**config.mk**
```make
export PLATFORM = sky130hd
export DESIGN_NAME = pcs_ctrl
export DESIGN_NICKNAME = d
export VERILOG_FILES = /design/src/rtl/pcs_pkg.sv /design/src/rtl/pcs_ctrl.sv
export SDC_FILE = /design/constraint.sdc
export NUM_CORES = 1
export LEC_CHECK = 0
export BUFFER_PORTS_ARGS = -buffer_cell sky130_fd_sc_hd__buf_2
export CAP_MARGIN = 20
export CORE_AREA = 2 2 39 41
export CTS_BUF_LIST = sky130_fd_sc_hd__clkbuf_8
export CTS_CLUSTER_SIZE = 10
export DETAILED_ROUTE_END_ITERATION = 7
export DIE_AREA = 0 0 41 43
export MAX_ROUTING_LAYER = met4
export PLACE_DENSITY = 0.75
export SETUP_SLACK_MARGIN = 0.5
export SLEW_MARGIN = 40
export SYNTH_ARGS = -nofsm -noshare
export SYNTH_HDL_FRONTEND = slang
export SYNTH_SLANG_ARGS = --single-unit
export TNS_END_PERCENT = 20
```
**constraint.sdc**
```tcl
create_clock -name clock -period 2.9 [get_ports clock]
set_input_delay 0.145 -clock clock [delete_from_list [all_inputs] [get_ports clock]]
set_output_delay 0.145 -clock clock [all_outputs]
set_load 0.005 [all_outputs]
```
**src/rtl/pcs_pkg.sv**
```systemverilog
package pcs_pkg;

   localparam int SIEVE_DEPTH = 4096;
   localparam int WORD_W      = 32;
   localparam int OFF_W       = $clog2(WORD_W);
   localparam int WORD_COUNT  = SIEVE_DEPTH / WORD_W;
   localparam int ADDR_W      = $clog2(WORD_COUNT);
   localparam int ENTRY_W     = $clog2(SIEVE_DEPTH);
   localparam int SIZE_W      = 13;
   localparam int CMD_W       = 2;
   localparam int STATUS_W    = 2;
   localparam int PRIME_W     = 17;
   localparam int MOD_CNT_W   = $clog2(PRIME_W);
   localparam int WALK_W      = PRIME_W + 1;
   localparam int PAT_W       = 2 * WORD_W;

   typedef enum logic [CMD_W-1:0] {
      CMD_START = 2'd0,
      CMD_MARK  = 2'd1,
      CMD_FETCH = 2'd2
   } command_type;

   typedef enum logic [STATUS_W-1:0] {
      STATUS_DONE      = 2'd0,
      STATUS_FOUND     = 2'd1,
      STATUS_EXHAUSTED = 2'd2
   } status_type;

   typedef enum logic [3:0] {
      ST_IDLE,
      ST_MOD,
      ST_SUB,
      ST_ALIGN,
      ST_WALK,
      ST_FETCH,
      ST_SCAN,
      ST_OUT_DONE,
      ST_OUT_FOUND,
      ST_OUT_EMPTY
   } state_type;

   typedef struct packed {
      logic clear;
      logic mark_load;
      logic mod_step;
      logic mark_sub;
      logic mark_align;
      logic mark_write;
      logic fetch_first;
      logic fetch_next;
      logic fetch_take;
   } dp_cmd_type;

   typedef struct packed {
      logic prime_zero;
      logic mod_last;
      logic walk_done;
      logic pos_beyond;
      logic fetch_found;
      logic fetch_last;
   } dp_status_type;

   typedef struct packed {
      logic       load;
      status_type status;
   } rsp_cmd_type;

   // Row p holds a one at every multiple of p below PAT_W; row 0 is unused.
   typedef logic [WORD_W-1:0][PAT_W-1:0] pattern_table_type;

   function automatic pattern_table_type build_patterns();
      pattern_table_type t;
      t = '0;
      for (int p = 1; p < WORD_W; p++) begin
         for (int i = 0; i < PAT_W; i += p) begin
            t[p][i] = 1'b1;
         end
      end
      return t;
   endfunction

   localparam pattern_table_type STRIDE_PATTERNS = build_patterns();

endpackage

```
**src/rtl/pcs_ctrl.sv**
```systemverilog
module pcs_ctrl
   import pcs_pkg::*;
(
   input  logic                 clock,
   input  logic                 reset,
   input  logic                 req_valid,
   input  logic [CMD_W-1:0]     req_command,
   input  dp_status_type        dp_status,
   input  logic                 rsp_free,
   output logic                 req_stall,
   output logic                 idle,
   output dp_cmd_type           dp_cmd,
   output rsp_cmd_type          rsp_cmd
);

   state_type state_ff;
   state_type state_in;

   always_ff @(posedge clock) begin
      if (reset) begin
         state_ff <= ST_IDLE;
      end else begin
         state_ff <= state_in;
      end
   end

   always_comb begin
      state_in       = state_ff;
      dp_cmd         = '0;
      rsp_cmd.load   = 1'b0;
      rsp_cmd.status = STATUS_DONE;
      req_stall      = (state_ff != ST_IDLE);
      idle           = (state_ff == ST_IDLE);

      unique case (state_ff)
         ST_IDLE: begin
            if (req_valid) begin
               unique case (command_type'(req_command))
                  CMD_START: begin
                     dp_cmd.clear = 1'b1;
                     state_in     = ST_OUT_DONE;
                  end
                  CMD_MARK: begin
                     if (dp_status.prime_zero) begin
                        state_in = ST_OUT_DONE;
                     end else begin
                        dp_cmd.mark_load = 1'b1;
                        state_in         = ST_MOD;
                     end
                  end
                  CMD_FETCH: begin
                     state_in = ST_FETCH;
                  end
                  default: begin
                     state_in = ST_OUT_DONE;
                  end
               endcase
            end
         end
         ST_MOD: begin
            dp_cmd.mod_step = 1'b1;
            if (dp_status.mod_last) begin
               state_in = ST_SUB;
            end
         end
         ST_SUB: begin
            dp_cmd.mark_sub = 1'b1;
            state_in        = ST_ALIGN;
         end
         ST_ALIGN: begin
            dp_cmd.mark_align = 1'b1;
            state_in          = ST_WALK;
         end
         ST_WALK: begin
            if (dp_status.walk_done) begin
               state_in = ST_OUT_DONE;
            end else begin
               dp_cmd.mark_write = 1'b1;
            end
         end
         ST_FETCH: begin
            if (dp_status.pos_beyond) begin
               state_in = ST_OUT_EMPTY;
            end else begin
               dp_cmd.fetch_first = 1'b1;
               state_in           = ST_SCAN;
            end
         end
         ST_SCAN: begin
            if (dp_status.fetch_found) begin
               dp_cmd.fetch_take = 1'b1;
               state_in          = ST_OUT_FOUND;
            end else if (dp_status.fetch_last) begin
               state_in = ST_OUT_EMPTY;
            end else begin
               dp_cmd.fetch_next = 1'b1;
            end
         end
         ST_OUT_DONE: begin
            rsp_cmd.status = STATUS_DONE;
            if (rsp_free) begin
               rsp_cmd.load = 1'b1;
               state_in     = ST_IDLE;
            end
         end
         ST_OUT_FOUND: begin
            rsp_cmd.status = STATUS_FOUND;
            if (rsp_free) begin
               rsp_cmd.load = 1'b1;
               state_in     = ST_IDLE;
            end
         end
         ST_OUT_EMPTY: begin
            rsp_cmd.status = STATUS_EXHAUSTED;
            if (rsp_free) begin
               rsp_cmd.load = 1'b1;
               state_in     = ST_IDLE;
            end
         end
         default: begin
            state_in = ST_IDLE;
         end
      endcase
   end

endmodule

```
# Yosys cells after proc, flatten, opt, wreduce, memory -nomap -nowiden
# Cells that the tools add are included.
# word_totals
reg_bits,4
out_inout_bits,14
elab_cells,50
# classes
n_eq_ne,16
mux,28
n_reduce_logical,5
# ops
operator,n
$pmux 4 s8,1
$mux 4,7
$eq 4x3->1 const B,4
$mux 1,14
$pmux 3 s3,1
$eq 4x2->1 const B,2
$eq 4x4->1 const B,2
$pmux 4 s2,1
$mux 2,3
$ne 2x2->1 const B,3
$reduce_and 5->1,1
$eq 4x1->1 const B,1
$logic_not 4->1,1
$reduce_bool 4->1,1
$mux 3,1
$ne 3x3->1 const B,1
$reduce_or 3->1,1
$eq 2x1->1 const B,1
$eq 2x2->1 const B,1
$logic_not 2->1,1
$ne 2x1->1 const B,1

# Depth between registers and ports, before layout
# logic_depth
word_depth,4
ltp_mapped,6
mapped_depth_nobuf,6

# Worst setup path before layout
# OpenSTA, ideal clock, no wires.
# synth_timing
path_kind,reg-to-reg
start,register state_ff[3]
end,register state_ff[2]
arrival_time_ns,1.231
setup_slack_ns,1.538
stages_incl_launch_ff,6
period_less_slack_ns,1.362
cell_sequence,dfxtp_1 -> buf_6 -> or3b_4 -> a21o_1 -> o2111ai_2 -> o32ai_2
# synth_via
elab_chain_len,4
word_cells_on_any_way,18
# synth_rtl
item,line,source
from (decl),pcs_ctrl.sv:16,state_type state_ff;
from (signal assigned),pcs_ctrl.sv:23,state_ff <= state_in;
$eq 4x4->1 or $eq 4x3->1 (tied branches),pcs_ctrl.sv:35,unique case (state_ff)
$reduce_or 3->1 (no line),n/a,
$ne 2x1->1 (no line),n/a,
$reduce_and 5->1 (no line),n/a,
# Parallel ways exist; a longest one is shown, timed or not.
# A chain may end at the register's enable or synchronous reset.

==> results.txt <==
The worst-case clock buffer depth came out at 2. After clock tree synthesis, the setup repair step added 0 buffers. The synthesized instance count came out at 75. The fraction of layout instances using a drive strength above 1 is 39.8%. The placed wire-length estimate after detailed placement came out at 1050 microns. The largest net degree at the start of global routing is 19. The worst relative slew slack is 61.3%.

The worst-case IR drop observed on VDD is 329 uV. The setup path with the least slack is of type reg2out. In the synthesized netlist the dominant register cell turns out to be sky130_fd_sc_hd__dfxtp_1. The worst register-to-register path begins at state_ff[1]$_SDFFE_PP0P_. The first detailed-routing pass took 4 iterations.

The clock network fraction of design power came out at 18.1%. By count the netlist is led by 8 x sky130_fd_sc_hd__inv_1, 7 x sky130_fd_sc_hd__nor2_1, 5 x sky130_fd_sc_hd__a21oi_1, 5 x sky130_fd_sc_hd__nor3_1. In this run the most critical hold path is launched from reset. The share of total power dissipated in sequential elements is 26.1%. The overall overflow remaining after global route came out at 0. The count of endpoints failing setup in the final report is 0.

The cell area reported after detailed placement is 689 sq um. The number of pins with negative max-slew slack in the final report is 0. The routed wire length is 1450 microns. The power density over cell area came out at 900 mW/mm^2.

The post-synthesis average cell area is 7.74 sq um. In this run the critical register-to-register path is captured at state_ff[2]$_SDFFE_PP0P_. The violation count after the first detailed-routing iteration came out at 14. In this run the number of H-tree levels came out at 1. The hold path endpoint is state_ff[3]$_SDFFE_PP0P_. Sequential elements use 13.8% of the synthesized area. The proportion of power drawn by combinational gates came out at 55.8%. The final worst-path cycle share came out at 62.0%. The die is 41 microns wide. At the later pin of the worst-skew pair, clock insertion delay measures 220 ps. The number of nets handed over by synthesis was 90. The detailed router placed 651 vias in this run. Sorting the synthesized cells by area gives the leading types as sky130_fd_sc_hd__dfxtp_1 14%, sky130_fd_sc_hd__ha_1 6.5%, sky130_fd_sc_hd__inv_1 5.2%. The synthesized netlist contains 38 unique library cells. The number of rows created at floorplan is 14.

The proportion of synthesized flip-flops having asynchronous set or reset came out at 0%. In the post-synthesis netlist, the cell with the most instances is sky130_fd_sc_hd__inv_1. The number of gates resized after cts came out at 0.

The register with the most flip-flops in the final layout is state_ff. The setup TNS is 0 ps. The tree is rooted in a sky130_fd_sc_hd__clkbuf_8. Clock skew on the completed layout was measured at 4.17 ps. In this run the worst hold path is classified as in2reg. Once the floorplan was initialized, standard cells occupied 42.0% of the core. The flip-flop and latch count after synthesis is 4. The number of enable-type register cells in the synthesized netlist came out at 0. The core region is 0.00138 sq mm.

The first-pass GRT wire length came out at 2260 microns. Setup repair after global routing left no endpoint under its margin. The cell count of the worst reg-to-reg path is 4. The die area came out at 0.00176 sq mm. The count of synthesis-stage warnings from yosys came out at 0.

After the last flow step, the layout net total stands at 115. TritonCTS built the clock tree. Counting every sink on the clock net gives 4. The achievable frequency is 0.556 GHz. The antenna violation net count after detailed routing came out at 0. The number of antenna violations at the first check in global routing was 0. The total clock buffers created by CTS came out at 3. The largest total area in the synthesized netlist belongs to sky130_fd_sc_hd__dfxtp_1. The count of buffers from port buffering came out at 25. The net switching power figure came out at 0.305 mW.

For this design, the CTS-stage hold fixing added 0 buffers. At the pin with the least slew margin, the transition time is 580 ps. Along the worst path, the maximum fanout reaches 18. The portion of synthesized cell area occupied by the leading cell type is 13.8%.

For the worst setup path, the data arrival time is 1650 ps. The depth of the worst hold-timing path is 2. The die is 43 microns tall. Across all register-to-register paths, the minimum setup slack is 1140 ps. The global-route usage over all layers came out at 19.1%. The DRC violations left is 0. The clock-pin slew on the worst setup and hold paths is 30 ps. The leakage dissipation is 0.331 nW. The worst path in the final design needs a cycle of 1800 ps, including I/O delays and setup. The worst setup path is captured at an output pin. 0 antenna diodes ended up in the layout. In the routed layout, each cell is associated on average with a via count of 5.71. The element type at the critical path start is a flop. The internal power contribution is 0.353 mW. The layout overhead on the synthesized area is 25.9%. The reported max-cap violation count is 0.

The run finished with clean final reports. 26 I/O pins were placed. Dividing the detail-routed wire length by the instance count gives 12.7 microns. The switching part of the total power is 46.4%. The summed instance area of the synthesized netlist came out at 581 sq um. The flip-flop count of the largest register, all copies and words added came out at 4. The required time at the endpoint of the critical path came out at 2760 ps.

Routability-driven placement finished with a final weighted congestion of 0.743. The final instance area is 731 sq um. The count of endpoints failing hold in the final timing report is 0. The largest registers in the layout are state_ff: 4 flops. The via count of the first global-routing pass is 510.
[placed cells by master (no fill, tap or decap)]
cell                         n
sky130_fd_sc_hd__a21oi_4     1
sky130_fd_sc_hd__o32ai_2     1
sky130_fd_sc_hd__buf_2      25
sky130_fd_sc_hd__nand3_1     1
sky130_fd_sc_hd__or3b_4      1
sky130_fd_sc_hd__o32a_1      1
sky130_fd_sc_hd__nor2_1      7
sky130_fd_sc_hd__o21ai_1     2
sky130_fd_sc_hd__and4b_1     1
sky130_fd_sc_hd__a31o_2      1
sky130_fd_sc_hd__nand2b_1    2
sky130_fd_sc_hd__o21ai_0     2
sky130_fd_sc_hd__nor4_1      2
sky130_fd_sc_hd__o311ai_1    1
sky130_fd_sc_hd__nor3_1      5
sky130_fd_sc_hd__nand3b_1    1
sky130_fd_sc_hd__or3_4       1
sky130_fd_sc_hd__a21o_1      1
sky130_fd_sc_hd__dfxtp_1     4
sky130_fd_sc_hd__a21oi_1     5
sky130_fd_sc_hd__o2111ai_2   1
sky130_fd_sc_hd__and3_1      1
sky130_fd_sc_hd__clkbuf_8    3
sky130_fd_sc_hd__ha_1        3
sky130_fd_sc_hd__nor4_2      1
sky130_fd_sc_hd__o32ai_4     1
sky130_fd_sc_hd__mux2_2      1
sky130_fd_sc_hd__inv_2       1
sky130_fd_sc_hd__a21boi_0    1
sky130_fd_sc_hd__nand2_1     4
sky130_fd_sc_hd__nor2_2      1
sky130_fd_sc_hd__a211oi_1    1
sky130_fd_sc_hd__o211ai_1    2
sky130_fd_sc_hd__inv_1       8
sky130_fd_sc_hd__nand4bb_1   1
sky130_fd_sc_hd__a31oi_1     1
sky130_fd_sc_hd__nand4b_1    2
[cells by family (layout without fill, tap and decap cells)]
| group | Yosys count | in the layout | synth area share, % |
|---|---|---|---|
| adder cells (fa/ha/maj) | 3 | 3 | 6.47 |
| AND/OR/NAND/NOR | 31 | 31 | 32.8 |
| AO/OA/AOI/OAI | 22 | 22 | 33.0 |
| flip-flops | 4 | 4 | 13.8 |
| buffers and inverters | 14 | 37 | 12.1 |
| multiplexers | 1 | 1 | 1.94 |
[metal layers]
metal	part of all wire, %	track usage (%)	up-vias	wire (microns)
met4	3.8	14.0	0	55
met1	46	26.9	285	666
met5	0	-	-	0
li1	-	-	325	-
met3	7.4	0	5	107
met2	43	25.3	36	621
[per-stage QoR]
stage	power (mW)	setup slack, ps	utilization, %	hold slack (ps)	instances
after CTS	0.657	1130	52.8	147	114
after floorplan	0.448	1540	-	214	75
after global routing	0.713	981	52.8	178	114
final	0.658	1100	52.8	156	114
after global placement	0.526	1240	49.8	374	111
after detailed placement	0.533	1190	49.8	374	111
[power by group through the flow]
stage / Sequential, mW / Clock [mW] / Combinational [mW]
after floorplan: 0.0988 / 0 / 0.350
after global placement: 0.164 / 0 / 0.361
after detailed placement: 0.169 / 0 / 0.364
after CTS: 0.169 / 0.122 / 0.366
after global routing: 0.182 / 0.123 / 0.408
final: 0.172 / 0.119 / 0.367
[worst max-delay path: stages (launching register included)]
cell and delay [ps]:
sky130_fd_sc_hd__dfxtp_1 680, sky130_fd_sc_hd__nand4bb_1 330, sky130_fd_sc_hd__nor3_1 260, sky130_fd_sc_hd__buf_2 160
[how the worst max path moves through the flow]
stage | start | endpoint | slack (ps)
floorplan | state_ff[3]$_SDFFE_PP0P_ | state_ff[2]$_SDFFE_PP0P_ | 1540
global placement | state_ff[1]$_SDFFE_PP0P_ | state_ff[2]$_SDFFE_PP0P_ | 1240
detailed placement | state_ff[1]$_SDFFE_PP0P_ | state_ff[2]$_SDFFE_PP0P_ | 1190
CTS | state_ff[1]$_SDFFE_PP0P_ | dp_cmd[1] | 1130
global route | state_ff[1]$_SDFFE_PP0P_ | dp_cmd[1] | 980
finish | state_ff[1]$_SDFFE_PP0P_ | dp_cmd[1] | 1100
[cell type report]
| cell class | count | area, sq um |
|---|---|---|
| timing repair buffer | 25 | 125 |
| sequential | 4 | 80.1 |
| clock buffer | 3 | 41.3 |
| fill | 138 | 653 |
| inverter | 9 | 33.8 |
| tap | 16 | 20.0 |
| multi-input combinational | 57 | 430 |
Power figures use the tool's default switching activity.
